==> src/rtl/dgt_pkg.sv <==
// shared types and constants of the depth grid triangulator
`default_nettype none
package dgt_pkg;

	localparam int DEPTH_W = 16;
	localparam int IDX_W   = 17;
	localparam int ENTRY_W = IDX_W + 1;
	localparam int TOTAL_W = 18;
	localparam int FACE_W  = 19;
	localparam int COL_W   = 9;
	localparam int ROW_W   = 8;
	localparam int FW_W    = 10;
	localparam int FH_W    = 9;

	localparam logic [1:0] KIND_VERTEX   = 2'd0;
	localparam logic [1:0] KIND_TRIANGLE = 2'd1;
	localparam logic [1:0] KIND_TOTALS   = 2'd2;

	localparam logic [1:0] REG_FRAME_WIDTH  = 2'd0;
	localparam logic [1:0] REG_FRAME_HEIGHT = 2'd1;
	localparam logic [1:0] REG_DEPTH_LIMIT  = 2'd2;

	localparam logic [FW_W-1:0]    FRAME_WIDTH_RST  = 10'd320;
	localparam logic [FH_W-1:0]    FRAME_HEIGHT_RST = 9'd240;
	localparam logic [DEPTH_W-1:0] DEPTH_LIMIT_RST  = 16'd6553;

	// slot order inside a bundle: vertex, first triangle, second triangle, totals
	localparam int SLOT_VERTEX = 0;
	localparam int SLOT_TRI0   = 1;
	localparam int SLOT_TRI1   = 2;
	localparam int SLOT_TOTALS = 3;

	typedef struct packed {
		logic [3:0]         mask;
		logic [COL_W-1:0]   col;
		logic [ROW_W-1:0]   row;
		logic [DEPTH_W-1:0] depth;
		logic [IDX_W-1:0]   vidx;
		logic [IDX_W-1:0]   t0a;
		logic [IDX_W-1:0]   t0b;
		logic [IDX_W-1:0]   t0c;
		logic [IDX_W-1:0]   t1a;
		logic [IDX_W-1:0]   t1b;
		logic [IDX_W-1:0]   t1c;
		logic [TOTAL_W-1:0] vtot;
		logic [TOTAL_W-1:0] ftot;
	} bundle_t;

endpackage
`default_nettype wire

==> src/rtl/dgt_if.sv <==
// pixel and result channel interfaces
`default_nettype none


interface dgt_res_if;
	logic        valid;
	logic        ready;
	logic [1:0]  kind;
	logic [8:0]  col;
	logic [7:0]  row;
	logic [15:0] vertex_depth;
	logic [16:0] first_index;
	logic [16:0] second_index;
	logic [16:0] third_index;
	logic [17:0] vertex_total;
	logic [17:0] face_total;
	logic        last;
	modport source (output valid, kind, col, row, vertex_depth, first_index, second_index,
		third_index, vertex_total, face_total, last, input ready);
	modport sink (input valid, kind, col, row, vertex_depth, first_index, second_index,
		third_index, vertex_total, face_total, last, output ready);
endinterface
`default_nettype wire

==> src/rtl/dgt_serializer.sv <==
// holds the results of one pixel and hands them out one per cycle while res is ready
`default_nettype none
module dgt_serializer (
	input  wire logic             clk,
	input  wire logic             arst_n,
	input  wire logic             ld_valid,
	output logic                  ld_ready,
	input  wire dgt_pkg::bundle_t ld_bundle,
	dgt_res_if.source             res
);

	dgt_pkg::bundle_t bnd_q;
	logic [3:0]       mask_q;
	logic [3:0]       sel;
	logic [3:0]       rest;
	logic             take;

	always_comb begin
		sel  = mask_q & (~mask_q + 4'd1);
		rest = mask_q & ~sel;
	end

	assign take     = res.valid && res.ready;
	assign ld_ready = (mask_q == 4'd0) || (take && rest == 4'd0);

	always_ff @(posedge clk or negedge arst_n) begin
		if (!arst_n) begin
			mask_q <= 4'd0;
		end else if (ld_valid && ld_ready) begin
			mask_q <= ld_bundle.mask;
		end else if (take) begin
			mask_q <= rest;
		end
	end

	always_ff @(posedge clk) begin
		if (ld_valid && ld_ready) begin
			bnd_q <= ld_bundle;
		end
	end

	always_comb begin
		res.valid        = mask_q != 4'd0;
		res.kind         = dgt_pkg::KIND_VERTEX;
		res.col          = '0;
		res.row          = '0;
		res.vertex_depth = '0;
		res.first_index  = '0;
		res.second_index = '0;
		res.third_index  = '0;
		res.vertex_total = '0;
		res.face_total   = '0;
		res.last         = rest == 4'd0;
		if (sel[dgt_pkg::SLOT_VERTEX]) begin
			res.kind         = dgt_pkg::KIND_VERTEX;
			res.col          = bnd_q.col;
			res.row          = bnd_q.row;
			res.vertex_depth = bnd_q.depth;
			res.first_index  = bnd_q.vidx;
		end else if (sel[dgt_pkg::SLOT_TRI0]) begin
			res.kind         = dgt_pkg::KIND_TRIANGLE;
			res.first_index  = bnd_q.t0a;
			res.second_index = bnd_q.t0b;
			res.third_index  = bnd_q.t0c;
		end else if (sel[dgt_pkg::SLOT_TRI1]) begin
			res.kind         = dgt_pkg::KIND_TRIANGLE;
			res.first_index  = bnd_q.t1a;
			res.second_index = bnd_q.t1b;
			res.third_index  = bnd_q.t1c;
		end else if (sel[dgt_pkg::SLOT_TOTALS]) begin
			res.kind         = dgt_pkg::KIND_TOTALS;
			res.vertex_total = bnd_q.vtot;
			res.face_total   = bnd_q.ftot;
		end
	end

endmodule
`default_nettype wire

==> src/flat_wrapper.sv <==
// flat-port wrapper written by rule: the top's interface ports become plain ports
module dgt_serializer_flat 
  (clk, arst_n, ld_valid, ld_ready, ld_bundle, res_valid, res_kind, res_col, res_row, res_vertex_depth, res_first_index, res_second_index, res_third_index, res_vertex_total, res_face_total, res_last, res_ready);
  dgt_res_if res_i ();
  input  wire logic clk;
  input  wire logic arst_n;
  input  wire logic ld_valid;
  output logic ld_ready;
  input  wire dgt_pkg::bundle_t ld_bundle;
  output wire logic [$bits(res_i.valid)-1:0] res_valid;
  output wire logic [$bits(res_i.kind)-1:0] res_kind;
  output wire logic [$bits(res_i.col)-1:0] res_col;
  output wire logic [$bits(res_i.row)-1:0] res_row;
  output wire logic [$bits(res_i.vertex_depth)-1:0] res_vertex_depth;
  output wire logic [$bits(res_i.first_index)-1:0] res_first_index;
  output wire logic [$bits(res_i.second_index)-1:0] res_second_index;
  output wire logic [$bits(res_i.third_index)-1:0] res_third_index;
  output wire logic [$bits(res_i.vertex_total)-1:0] res_vertex_total;
  output wire logic [$bits(res_i.face_total)-1:0] res_face_total;
  output wire logic [$bits(res_i.last)-1:0] res_last;
  input wire logic [$bits(res_i.ready)-1:0] res_ready;
  assign res_valid = res_i.valid;
  assign res_kind = res_i.kind;
  assign res_col = res_i.col;
  assign res_row = res_i.row;
  assign res_vertex_depth = res_i.vertex_depth;
  assign res_first_index = res_i.first_index;
  assign res_second_index = res_i.second_index;
  assign res_third_index = res_i.third_index;
  assign res_vertex_total = res_i.vertex_total;
  assign res_face_total = res_i.face_total;
  assign res_last = res_i.last;
  assign res_i.ready = res_ready;
  dgt_serializer u_core (.clk(clk), .arst_n(arst_n), .ld_valid(ld_valid), .ld_ready(ld_ready), .ld_bundle(ld_bundle), .res(res_i));
endmodule
==> config.mk <==
export PLATFORM = sky130hd
export DESIGN_NAME = dgt_serializer_flat
export DESIGN_NICKNAME = d
export VERILOG_FILES = /design/src/rtl/dgt_pkg.sv /design/src/rtl/dgt_if.sv /design/src/rtl/dgt_serializer.sv /design/src/flat_wrapper.sv
export SDC_FILE = /design/constraint.sdc
export NUM_CORES = 1
export LEC_CHECK = 0
export BUFFER_PORTS_ARGS = -buffer_cell sky130_fd_sc_hd__buf_2
export CORE_ASPECT_RATIO = 1.5
export CORE_MARGIN = 2
export CORE_UTILIZATION = 25
export CTS_CLUSTER_SIZE = 8
export DETAILED_ROUTE_END_ITERATION = 8
export PLACE_DENSITY = 0.48
export SETUP_SLACK_MARGIN = 0.05
export SLEW_MARGIN = 25
export SYNTH_ARGS = -nofsm -noshare
export SYNTH_HDL_FRONTEND = slang
export SYNTH_SLANG_ARGS = --single-unit
==> constraint.sdc <==
create_clock -name clk -period 11.1 [get_ports clk]
set_input_delay 1.11 -clock clk [delete_from_list [all_inputs] [get_ports clk]]
set_output_delay 1.11 -clock clk [all_outputs]
set_load 0.02 [all_outputs]
==> summary.md <==
| Metric | Value |
|---|---|
| Status | `finished, final reports clean` |
| Area grow syn2layout | `36.0%` |
| Fin crit period | `4210 ps` |
| Final wirelength | `18400 um` |
| Synth warn | `0` |
| Max Cap Violations | `0` |
| Worst Max-Slew Pin Slew | `941 ps` |
| Int Power | `1.66 mW` |
| Post-route ant nets | `0` |
| Die area | `30200 um2` |
| Worst rel slew slack | `37.1%` |
| Endpoints failing setup | `0` |
| Worst hold slack | `457 ps` |
| HPWL Detailed | `13000 um` |
| Area of all placed cells without fillers | `9800 um2` |
| Combinational fraction of design power | `34.6%` |
| Vias in the first global route | `4770` |
| Synth Flop Type | `edfxtp_1` |
| Static Leak | `4.04 nW` |
| Final period util | `37.9%` |
| Avg Synthesized Cell Area | `16.4 um2` |
| Critical path origin | `u_core.mask_q[1]` |
| Via/cell ratio | `4.23` |
| First-pass GRT wire length | `26700 um` |
| Die W | `143 um` |
| CTS Buf Count | `17` |
| Worst min path class | `input pin to async pin` |
| Clk_lat worst skew | `450 ps` |
| Final Instance Count excl. Fillers | `1123` |
| Via Count | `4753` |
| Switching Fraction | `37.0%` |
| Clock transition at the registers of the reported paths | `80 ps` |
| Final worst-path setup slack | `6890 ps` |
| Netlist cell types | `25` |
| Die height | `212 um` |
| Top cells by count, synth | `188 x edfxtp_1, 69 x and2_1, 51 x a22oi_1, 36 x nor2_1, 23 x nand2_1` |
| Number of post-CTS setup repair buffers | `0` |
| Core ar. | `28500 um2` |
| Post-synth ARST share | `2.08%` |
| Synth Cell Area | `7200 um2` |
| Pin count of the biggest net entering global routing | `82` |
| Num ports | `321` |
| Root Buffer | `clkbuf_16` |
| Setup TNS | `0 ps` |
| CP required | `11180 ps` |
| Yosys top cell by area | `edfxtp_1` |
| Initial antenna violation count | `2` |
| Wirelength per Cell | `16.4 um` |
| Starting Density | `25.2%` |
| CP arrival | `4290 ps` |
| Most common cell in the synthesized netlist | `edfxtp_1` |
| DR DRC count | `0` |
| CTS tree | `built` |
| RSZ-0062 raised after global routing | `false` |
| Post-synth EDFFs | `188` |
| Buffers on Ports | `320` |
| Final core occ | `34.3%` |
| R2r endpoint | `u_core.bnd_q[118]` |
| Syn nets | `636` |
| Share of layout cells above drive strength 1 | `47.3%` |
| R2R Path Start | `u_core.mask_q[1]` |
| Yosys top cell area share | `78.4%` |
| Setup crit end | `u_core.bnd_q[118]` |
| Post_cts resized | `0` |
| Pwr dens | `269 nW/um2` |
| Crit path launch type | `flop` |
| Gr ovfl total | `0` |
| Final Hold Vio Count | `0` |
| Crit. End Element | `flop` |
| Seq cells post-synth | `192` |
| Sequential share of the synthesized area | `79.8%` |
| Dpl ws | `6310 ps` |
| CTS Hold Bufs | `0` |
| Power, Total | `2.63 mW` |
| Max Clock Freq | `237 MHz` |
| H-tree lvl count | `4` |
| Iter 0 DRT Violations | `201` |
| R2R depth | `6` |
| Post-DP Area | `9170 um2` |
| Reg power frac | `41.0%` |
| Final #Nets | `952` |
| Clock sink total | `192` |
| Synth area leaders | `edfxtp_1 78%, and2_1 6.0%, a22oi_1 5.3%` |
| TritonRoute pass-1 iters | `4` |
| Rows | `76` |
| Fin Clk Skew | `12.1 ps` |
| Clock Path Buffers | `2` |
| Net Switching | `976 uW` |
| Peak VDD IR | `0.000141 V` |
| Dpl cells | `1088` |
| Worst-path fanout max | `81` |
| Critical path class | `flop to flop` |
| Power share of the clock group | `24.4%` |
| Slew Limit Fails | `0` |
| Post-Synthesis Cells | `440` |
| RePlAce Congestion | `0.758` |
| Reg2Reg Setup Slack | `6890 ps` |
| All-Layer GR Usage | `12.2%` |
## final cells by class
cell class                 instances  area, um2
timing repair buffer             326       1670
clock buffer                      18        429
multi-input combinational        219       1320
fill                            2863      18700
sequential                       192       5750
antenna                            3       7.51
clock inverter                    14        180
tap                              351        439
## kinds of logic after synthesis
family                     count (synthesis)  synth area share (%)
buffers and inverters                     29                  2.24
adders and majority gates                  1                 0.156
and+or+nand+nor                          139                  10.3
AOI/OAI and AO/OA                         79                  7.56
DFF                                      192                  79.8
## critical path, stage by stage, from the launching register on
cell	delay, ps
dfrtp_2	540
buf_4	350
nor3_1	480
nand2_1	190
a21boi_4	780
buf_6	680
buf_6	620
## layer usage
| metal | track usage [%] | up-vias | part of all wire [%] |
|---|---|---|---|
| met1 | 13.2 | 2249 | 38 |
| met3 | 3.96 | 24 | 7.0 |
| li1 | - | 2283 | - |
| met5 | 0 | - | 0 |
| met4 | 6.62 | 0 | 2.3 |
| met2 | 21.0 | 197 | 52 |
## sequential cells by signal, summed over array words and instances (netlist names)
name           count
u_core.mask_q      4
u_core.bnd_q     188
## cells in the final DEF (no fill, tap or decap), types with 4 or more instances in the layout
cell type    n
nor2_1      36
clkbuf_16   17
edfxtp_1   188
buf_2      320
a22oi_1     51
o21ai_0     19
nand2_1     23
and2_1      69
clkinv_4     4
inv_6        4
## power by group through the flow
stage	combinational [mW]	sequential, mW	clock [mW]
floorplan	0.625	1.10	0
global placement	0.903	1.12	0
detailed placement	0.931	1.10	0
CTS	0.933	1.09	0.664
global route	0.997	1.10	0.689
finish	0.911	1.08	0.642
## how the worst min path moves through the flow
stage                           from                to  slack (ps)  cells past startpoint
floorplan           u_core.mask_q[3]  u_core.mask_q[3]         560                      2
global placement    u_core.mask_q[3]  u_core.mask_q[3]         630                      2
detailed placement  u_core.mask_q[3]  u_core.mask_q[3]         620                      2
CTS                           arst_n  u_core.mask_q[3]         430                      1
global route                  arst_n  u_core.mask_q[3]         440                      1
finish                        arst_n  u_core.mask_q[3]         460                      1
Power figures use the tool's default switching activity.
